File: src/rtl/core/rbd_ram.sv
// Generic single-port-write, single-port-read synchronous RAM.
// Read data is registered; no dependencies.
`default_nettype none
module rbd_ram #(
    parameter int WIDTH = 16,
    parameter int DEPTH = 256
) (
    input  wire logic                     clk,
    input  wire logic                     we,
    input  wire logic [$clog2(DEPTH)-1:0] waddr,
    input  wire logic [WIDTH-1:0]         wdata,
    input  wire logic [$clog2(DEPTH)-1:0] raddr,
    output logic      [WIDTH-1:0]         rdata
);
    logic [WIDTH-1:0] mem [DEPTH];

    always_ff @(posedge clk)
    begin
        if (we)
        begin
            mem[waddr] <= wdata;
        end
        rdata <= mem[raddr];
    end
endmodule
`default_nettype wire

File: config.mk
export PLATFORM = sky130hd
export DESIGN_NAME = rbd_ram
export DESIGN_NICKNAME = d
export VERILOG_FILES = /design/src/rtl/core/rbd_ram.sv
export SDC_FILE = /design/constraint.sdc
export NUM_CORES = 2
export LEC_CHECK = 0
export BUFFER_PORTS_ARGS = -buffer_cell sky130_fd_sc_hd__buf_2
export CAP_MARGIN = 25
export CORE_UTILIZATION = 55
export CTS_CLUSTER_SIZE = 12
export DETAILED_ROUTE_END_ITERATION = 8
export PLACE_DENSITY = 0.7
export RECOVER_POWER = 100
export SYNTH_ARGS = -nofsm -noshare
export SYNTH_HDL_FRONTEND = slang
export SYNTH_SLANG_ARGS = --single-unit
File: constraint.sdc
create_clock -name clk -period 7.15 [get_ports clk]
set_input_delay 0.3575 -clock clk [delete_from_list [all_inputs] [get_ports clk]]
set_output_delay 0.3575 -clock clk [all_outputs]
set_load 0.005 [all_outputs]
==> out/qor.yml <==
placement:
  gp_congestion: 0.916
  numPortBuffers: 49
  dp.cells: 11100
  pre_cts_ws_ns: 2.64
  dp_hpwl_mm: 236
global_routing:
  grt_pass1_wl_mm: 579
  grt_overflow_total: 0
  grt_pass1_vias: 78100
  grt_max_degree: 156
  antenna_found_initial: 25
  grt_usage: 0.279
floorplan:
  initial_core_util: 0.555
  coreArea_um2: 286000
  die_w_um: 539
  ios: 50
  std_cell_rows: 196
  die_h_um: 539
  die-area_um2: 291000
job:
  maxCapViolations: 59
synth:
  synth_warnings: 0
  yosysUniqueCellTypes: 52
  syn_area_per_cell_um2: 21.6
  ys_seq_elements: 4112
  netlist_area_um2: 159000
  synth_edf_count: 4096
  synth_area_leaders: "edfxtp_1, mux4_2, mux2i_1, o221ai_1, nor2_1"
  synth_top_area_share: 0.775
  synthTopCellsByCount: "edfxtp_1, mux4_2, mux2i_1"
  syn_inst: 7360
  synthArstFlopShare: 0
  synth_area_leader_cell: "edfxtp_1"
  yosysMostFrequentCell: "edfxtp_1"
  synth_fp_nets: 7394
  synthFlopType: "edfxtp_1"
  ys_seq_area_frac: 0.777
timing:
  min_period_ns: 5.17
  clock_skew_ns: 0.0721
  worst_slack_ns: 1.98
  rsz0062_at_grt: "no"
  hold_viol_final: 0
  worst_pin_slew_ns: 5.17
  max_clock_freq_mhz: 193
  setup_viol: 0
  finalSetupTns_ns: 0
  finalCritPeriodShare: 0.723
  slew_violations: 2529
  slew_headroom: -2.44
pwr:
  switching_share: 0.213
  switchingPower_w: 0.0104
  internal_power_w: 0.0382
  p_seq_frac: 0.550
  p_leak_nw: 54.6
  pwr-share-clk: 0.401
  combPwrFrac: 0.050
  peakVddDrop_uv: 203
  power_density_nw_per_um2: 276
critical_path:
  crit_path_end_kind: "flip-flop"
  path_max_fanout: 91
  cp_data_required_time_ns: 7.54
  crit_type: "in -> reg"
  worstPathArrival_ns: 5.57
  start_kind: "primary input"
finish:
  syn_to_final_growth_pct: 10.6
  final_layout_size_suffix_gt1_frac: 0.192
  fin_nets: 7832
  final_cells: 11800
drt:
  first_pass_iters: 8
  drt-wirelength-per-cell_um: 34.5
  finalWirelength_mm: 408
  drtIter0Drc: 11900
  drcViolationCount: 0
  ant_nets: 0
  vias_per_cell: 6.75
  vias: 79800
cts:
  cts_hold_buffers: 15
  cts.clk_slew.worst_paths_ns: 0.06
  clockBufferDepth: 4
  cts_max_level: 5
  cts_root_buf: "clkbuf_16"
  cts_setup_buffers: 0
  cts_num_sinks: 4112
  tritoncts: "done"
  cts_resized: 0
  cts_made_buffers: 409
  clk_latency_ns: 0.95
outcome:
  outcome: "complete, but fails checks"
  violations: "capacitance limit, slew limit"
worst_hold_path:
  hp-class: "in -> reg"
-- through the flow --
step / total power (W) / utilization / hold slack, ns / area [um2]
floorplan: 0.0284 / - / 0.456 / 159000
global placement: 0.0295 / 0.576 / 0.796 / 165000
detailed placement: 0.0295 / 0.577 / 0.803 / 165000
CTS: 0.0487 / 0.619 / 0.00767 / 177000
global route: 0.0497 / 0.614 / 0.0113 / 176000
finish: 0.0485 / 0.614 / 0.0528 / 176000
-- routing by layer --
| metal | vias to the layer above | GRT usage | share of wire |
|---|---|---|---|
| li1 | 32100 | - | - |
| met1 | 41900 | 0.397 | 0.38 |
| met2 | 4909 | 0.429 | 0.47 |
| met3 | 821 | 0.0596 | 0.11 |
| met4 | 8 | 0.106 | 0.044 |
| met5 | - | 0 | 0.00026 |
-- power groups by stage --
stage	combinational, W	sequential, W	clock, W
2_1_floorplan	0.00131	0.0271	0
3_3_place_gp	0.00234	0.0271	0
3_5_place_dp	0.00239	0.0271	0
4_1_cts	0.00240	0.0266	0.0197
5_1_grt	0.00249	0.0267	0.0206
6_report	0.00241	0.0267	0.0194
-- flip-flops by register name (all words and copies together), names as in the netlist --
| register | count |
|---|---|
| mem | 4096 |
| rdata | 16 |
-- final cells by class --
class	count	area, um2
diodes	10	25.0
well taps	3762	4710
flip-flops and latches	4112	123000
clock inverters	111	907
clock buffers	549	10900
inverters	4	27.5
multi-input cells	2792	32800
repair buffers	479	2870
fillers	19500	110000
-- critical path: stages --
cell and delay, ns:
dlygate4sd3_1 0.52, clkbuf_1 2.57, clkbuf_2 1.80
-- logic make-up (layout without fill, tap and decap cells) --
group           count (synthesis)  count (layout)  share of synthesized area
simple gates                  556             556                     0.0157
other cells                     0              10                          0
buf+inv                       456            1143                     0.0169
flops                        4112            4112                      0.777
mux                          1450            1450                      0.155
compound gates                786             786                     0.0354
-- placed cells by master (no fill, tap or decap), types with 7 or more instances in the layout --
master / count
edfxtp_1: 4096
mux4_2: 797
mux2i_1: 565
clkbuf_1: 444
clkbuf_16: 413
nor2_1: 279
o221ai_1: 252
a21oi_1: 175
o22ai_1: 148
nor3_1: 89
mux2_2: 88
buf_4: 87
clkinv_1: 65
a22oi_1: 43
nand2_1: 38
o21ai_0: 38
nand3_1: 35
a22o_1: 32
a221oi_1: 28
nand4_1: 26
buf_12: 26
nor2_2: 24
o32ai_1: 20
a211oi_1: 18
clkinv_2: 18
nor4_1: 17
o31ai_1: 16
dfxtp_1: 16
dlygate4sd3_1: 15
buf_2: 13
and3_1: 11
buf_8: 11
diode_2: 10
nor2b_1: 9
clkbuf_8: 9
clkinv_16: 8
inv_16: 7
-- final timing paths --
path / start / endpoint / slack [ns] / cells after the start
max: wdata[2] / mem[137][2] / 1.98 / 3
max reg2reg: mem[3][8] / rdata[8] / 3.87 / 6
min: wdata[7] / mem[178][7] / 0.05 / 1
min reg2reg: mem[219][4] / rdata[4] / 1.02 / 5
Note: power is estimated with default switching activity, not from simulation.
