===== src/rtl/core/rbd_pkg.sv =====
// Shared types and constants of the rotated BRIEF descriptor core.
// Depends on nothing; rbd_sample and the core top import it.
`default_nettype none
package rbd_pkg;
    localparam int RowBits   = 8;
    localparam int ColBits   = 8;
    localparam int MaxRows   = 1 << RowBits;
    localparam int MaxCols   = 1 << ColBits;
    localparam int PixAddrW  = RowBits + ColBits;
    localparam int DescBits  = 256;
    localparam int PairW     = $clog2(DescBits);
    localparam int WordCount = DescBits / 64;
    localparam int WordIdxW  = 2;
    localparam int QShift    = 14;
    localparam int OffW      = 5;
    localparam int TrigW     = 16;
    localparam int ProdW     = OffW + TrigW;
    localparam int SumW      = ProdW + 1;
    localparam int DeltaW    = 9;
    localparam int PosW      = 10;
    localparam int DimW      = 9;
    localparam int PixW      = 16;
    localparam int PatW      = 4 * OffW;

    localparam logic [1:0] OpPixel    = 2'd0;
    localparam logic [1:0] OpPattern  = 2'd1;
    localparam logic [1:0] OpDescribe = 2'd2;

    localparam logic [1:0] RegRows = 2'd0;
    localparam logic [1:0] RegCols = 2'd1;

    typedef enum logic [1:0] {
        ST_IDLE,
        ST_WALK,
        ST_DRAIN,
        ST_HOLD
    } state_t;

    typedef struct packed {
        logic [RowBits-1:0]      row;
        logic [ColBits-1:0]      col;
        logic signed [TrigW-1:0] sine;
        logic signed [TrigW-1:0] cosine;
    } feature_t;

    typedef struct packed {
        logic [DimW-1:0] rows;
        logic [DimW-1:0] cols;
    } limits_t;
endpackage
`default_nettype wire


===== src/rtl/core/rbd_sample.sv =====
// Two-stage rotation of one test point: products, then rounding, offset and bounds check.
// Depends on rbd_pkg.
`default_nettype none
module rbd_sample (
    input  wire logic                              clk,
    input  wire logic signed [rbd_pkg::OffW-1:0]   row_off,
    input  wire logic signed [rbd_pkg::OffW-1:0]   col_off,
    input  wire rbd_pkg::feature_t                 feature,
    input  wire rbd_pkg::limits_t                  limits,
    output logic [rbd_pkg::PixAddrW-1:0]           pix_addr,
    output logic                                   inside_img
);
    import rbd_pkg::*;

    logic signed [ProdW-1:0] cs_reg, rc_reg, cc_reg, rs_reg;
    logic signed [SumW-1:0]  dr_sum, dc_sum;
    logic signed [DeltaW-1:0] dr, dc;
    logic signed [PosW-1:0]  pos_r, pos_c;
    logic [DimW-1:0]         rows_lim, cols_lim;

    function automatic logic signed [DeltaW-1:0] round_q(input logic signed [SumW-1:0] v);
        logic [SumW:0] mag;
        logic [SumW:0] q;
        mag = v[SumW-1] ? (SumW+1)'(-$signed({v[SumW-1], v})) : {1'b0, v};
        q = (mag + (SumW+1)'(1 << (QShift - 1))) >> QShift;
        return v[SumW-1] ? -$signed(DeltaW'(q)) : $signed(DeltaW'(q));
    endfunction

    always_ff @(posedge clk)
    begin
        cs_reg <= col_off * feature.sine;
        rc_reg <= row_off * feature.cosine;
        cc_reg <= col_off * feature.cosine;
        rs_reg <= row_off * feature.sine;
    end

    always_comb
    begin
        dr_sum   = SumW'(cs_reg) + SumW'(rc_reg);
        dc_sum   = SumW'(cc_reg) - SumW'(rs_reg);
        dr       = round_q(dr_sum);
        dc       = round_q(dc_sum);
        pos_r    = $signed({{(PosW-RowBits){1'b0}}, feature.row}) + PosW'(dr);
        pos_c    = $signed({{(PosW-ColBits){1'b0}}, feature.col}) + PosW'(dc);
        rows_lim = (limits.rows > DimW'(MaxRows)) ? DimW'(MaxRows) : limits.rows;
        cols_lim = (limits.cols > DimW'(MaxCols)) ? DimW'(MaxCols) : limits.cols;
    end

    always_ff @(posedge clk)
    begin
        pix_addr   <= {pos_r[RowBits-1:0], pos_c[ColBits-1:0]};
        inside_img <= !pos_r[PosW-1] && !pos_c[PosW-1]
                      && (pos_r[PosW-2:0] < rows_lim) && (pos_c[PosW-2:0] < cols_lim);
    end
endmodule
`default_nettype wire


===== config.mk =====
export PLATFORM = sky130hd
export DESIGN_NAME = rbd_sample
export DESIGN_NICKNAME = d
export VERILOG_FILES = /design/src/rtl/core/rbd_pkg.sv /design/src/rtl/core/rbd_sample.sv
export SDC_FILE = /design/constraint.sdc
export NUM_CORES = 1
export LEC_CHECK = 0
export ABC_CLOCK_PERIOD_IN_PS = 11900
export BUFFER_PORTS_ARGS = -buffer_cell sky130_fd_sc_hd__buf_2
export CAP_MARGIN = 20
export CORE_MARGIN = 2
export CORE_UTILIZATION = 69
export CTS_CLUSTER_DIAMETER = 200
export DETAILED_ROUTE_END_ITERATION = 8
export HOLD_SLACK_MARGIN = 0.12
export MAX_ROUTING_LAYER = met4
export PLACE_DENSITY = 0.88
export SETUP_SLACK_MARGIN = 0.05
export SLEW_MARGIN = 20
export SYNTH_ARGS = -nofsm -noshare
export SYNTH_HDL_FRONTEND = slang
export SYNTH_SLANG_ARGS = --single-unit

===== constraint.sdc =====
create_clock -name clk -period 11.9 [get_ports clk]
set_input_delay 0.595 -clock clk [delete_from_list [all_inputs] [get_ports clk]]
set_output_delay 0.595 -clock clk [all_outputs]
set_load 0.03 [all_outputs]

==> metrics <==
Synth Cell Area 17100 sq um; CP Max Fanout 6; post-route ant nets 0; core area 24300 sq um; Synth Instances 2002; vias per cell 5.92; sequential area share after synthesis 0.118; share of post-route cells with drive strength above 1 0.0654; vias in the first global route 14287; Synth-to-Final Area Change 5.18%; Syn. warnings 0; Worst Path Required 12160 ps; port bufs 93; status completed; grt ovf 0; reg-to-reg startpoint cc_reg[0]; row cnt 57; ranking of synthesized cells by area fa_1 (24%), ha_1 (17%), dfxtp_1 (12%); Routed WL 39.2 mm; Synth Register Bits 101; Crit. End Element register; Fmax 0.148 GHz; syn nets 2511; initial antenna violation count 2; Die Area 26100 sq um; CTS tree yes; first-pass GRT wire length 66.2 mm; crit path DAT 7000 ps; Initial Utilization 0.705; Post-synth ARST share 0; hold-fix buffer count after cts 0; Worst R2R Path Depth 30; Sequential cell area 2020 sq um; CP endpoint inside_img; 1st-pass router iterations 7; total I/O pin count 94; Starting DRT DRC Count 768; final worst-path cycle share 0.566; Hold Crit Class input port to register; fin cells 2360; CP Depth 30; # Post-CTS Setup Buffers 0; maxcap violations 0; Fillers 1714; hold depth 2; most common cell in the netlist inv_1; max_slew headroom 0.360; largest net degree at the start of global routing 33; R2R Path End inside_img; post-synth cell types 80; Critical Path Start cc_reg[0]; GRT Total Usage 0.320; Clock Latency Late Sink 360 ps; Root Buffer clkbuf_16; synthesized area per cell 8.56 sq um; Hold Vio Cnt, Final 0; die width 162 um; drt wl/cell 16.6 um; unrepaired setup endpoints after global routing no; Synth top area share 0.238; clock slew at reported path FFs 80 ps; r2r setup slk 5160 ps; Post-synth EDFFs 0; DR vias 13967; Tmin final 6740 ps; CP max-delay cell or4_1; Slew @ Worst Pin 953 ps; CTS sink count 101; cell accounting for the most synthesized area fa_1; clk_skew 8.77 ps; PostCTS Resize Cnt 0; Placer Congestion 0.907; Top FF cell, synth dfxtp_1; max-slew violations 0; die height 162 um; synth cell count leaders inv_1 (264), ha_1 (228), fa_1 (204); Placed Instances 2342; Clock Path Buffers 2; H-tree depth 3; # nets final 2538; CP bufs+invs 1; footprint of the multi-input gates 13800 sq um; CTS Buf Count 9; CP max stage delay 430 ps; Sum Neg Setup Slack 0 ps; final setup vio count 0; startpoint types register; Post-route DRC 0; cell family with most CP delay compound AO/OA/AOI/OAI gates; WS Path Type register to register; detailed placer's ending HPWL 31.7 mm
## cells in the final DEF, fill, tap and decap left out, types with 22 or more instances in the layout
cell type / Yosys / routed
inv_1: 264 / 264
ha_1: 228 / 228
fa_1: 204 / 204
nand2_1: 192 / 192
and2_1: 150 / 150
xnor2_1: 118 / 118
dfxtp_1: 101 / 101
nor2_1: 95 / 95
buf_2: 4 / 93
a21oi_1: 84 / 84
o21ai_0: 72 / 72
nand2b_1: 69 / 69
nor3_1: 35 / 35
nand3_1: 26 / 26
nor2b_1: 23 / 23
a21o_1: 22 / 22
## worst min path at each step
stage                 from     endpoint  slack, ps
6_report       feature[40]  pix_addr[8]        490
5_1_grt        feature[32]  pix_addr[0]        520
4_1_cts        feature[40]  pix_addr[8]        490
3_5_place_dp   feature[40]  pix_addr[8]        870
3_3_place_gp   feature[40]  pix_addr[8]        860
2_1_floorplan   feature[0]    cc_reg[0]        720
## stage by stage
step                      instance area (sq um)  utilization  setup slack, ps  hold WS [ps]
after floorplan                           17100            -             5940           717
after global placement                    17700        0.728             5520           856
after detailed placement                  17700        0.728             5240           869
after CTS                                 18000        0.741             5200           494
after global routing                      18000        0.741             4680           517
final                                     18000        0.741             5160           495
## per-layer routing
layer,global-route usage,routed length (um),vias up
met5,-,0,-
met4,0.112,1340,0
met3,0.0524,2890,108
met2,0.544,18800,503
met1,0.387,16200,6737
li1,-,-,6619
## cell type report
cell class	count	share of cell area
Sequential cell	101	0.112
Clock inverter	5	0.00368
Timing Repair Buffer	94	0.0262
Clock buffer	11	0.0135
Inverter	266	0.0554
Antenna cell	2	0.000278
Tap cell	324	0.0225
Multi-Input combinational cell	1557	0.766
## kinds of logic after synthesis
group                      after synthesis  synth area share
buffers and inverters                  344            0.0761
adders and majority gates              434             0.406
muxes                                    5           0.00380
DFF                                    101             0.118
xor gates and xnor gates               138            0.0705
and+or+nand+nor                        642             0.190
AOI/OAI and AO/OA                      338             0.136
Power is left out: the tool's default activity adds up to more than one toggle a clock period on the data nets, which glitch-free logic cannot reach.
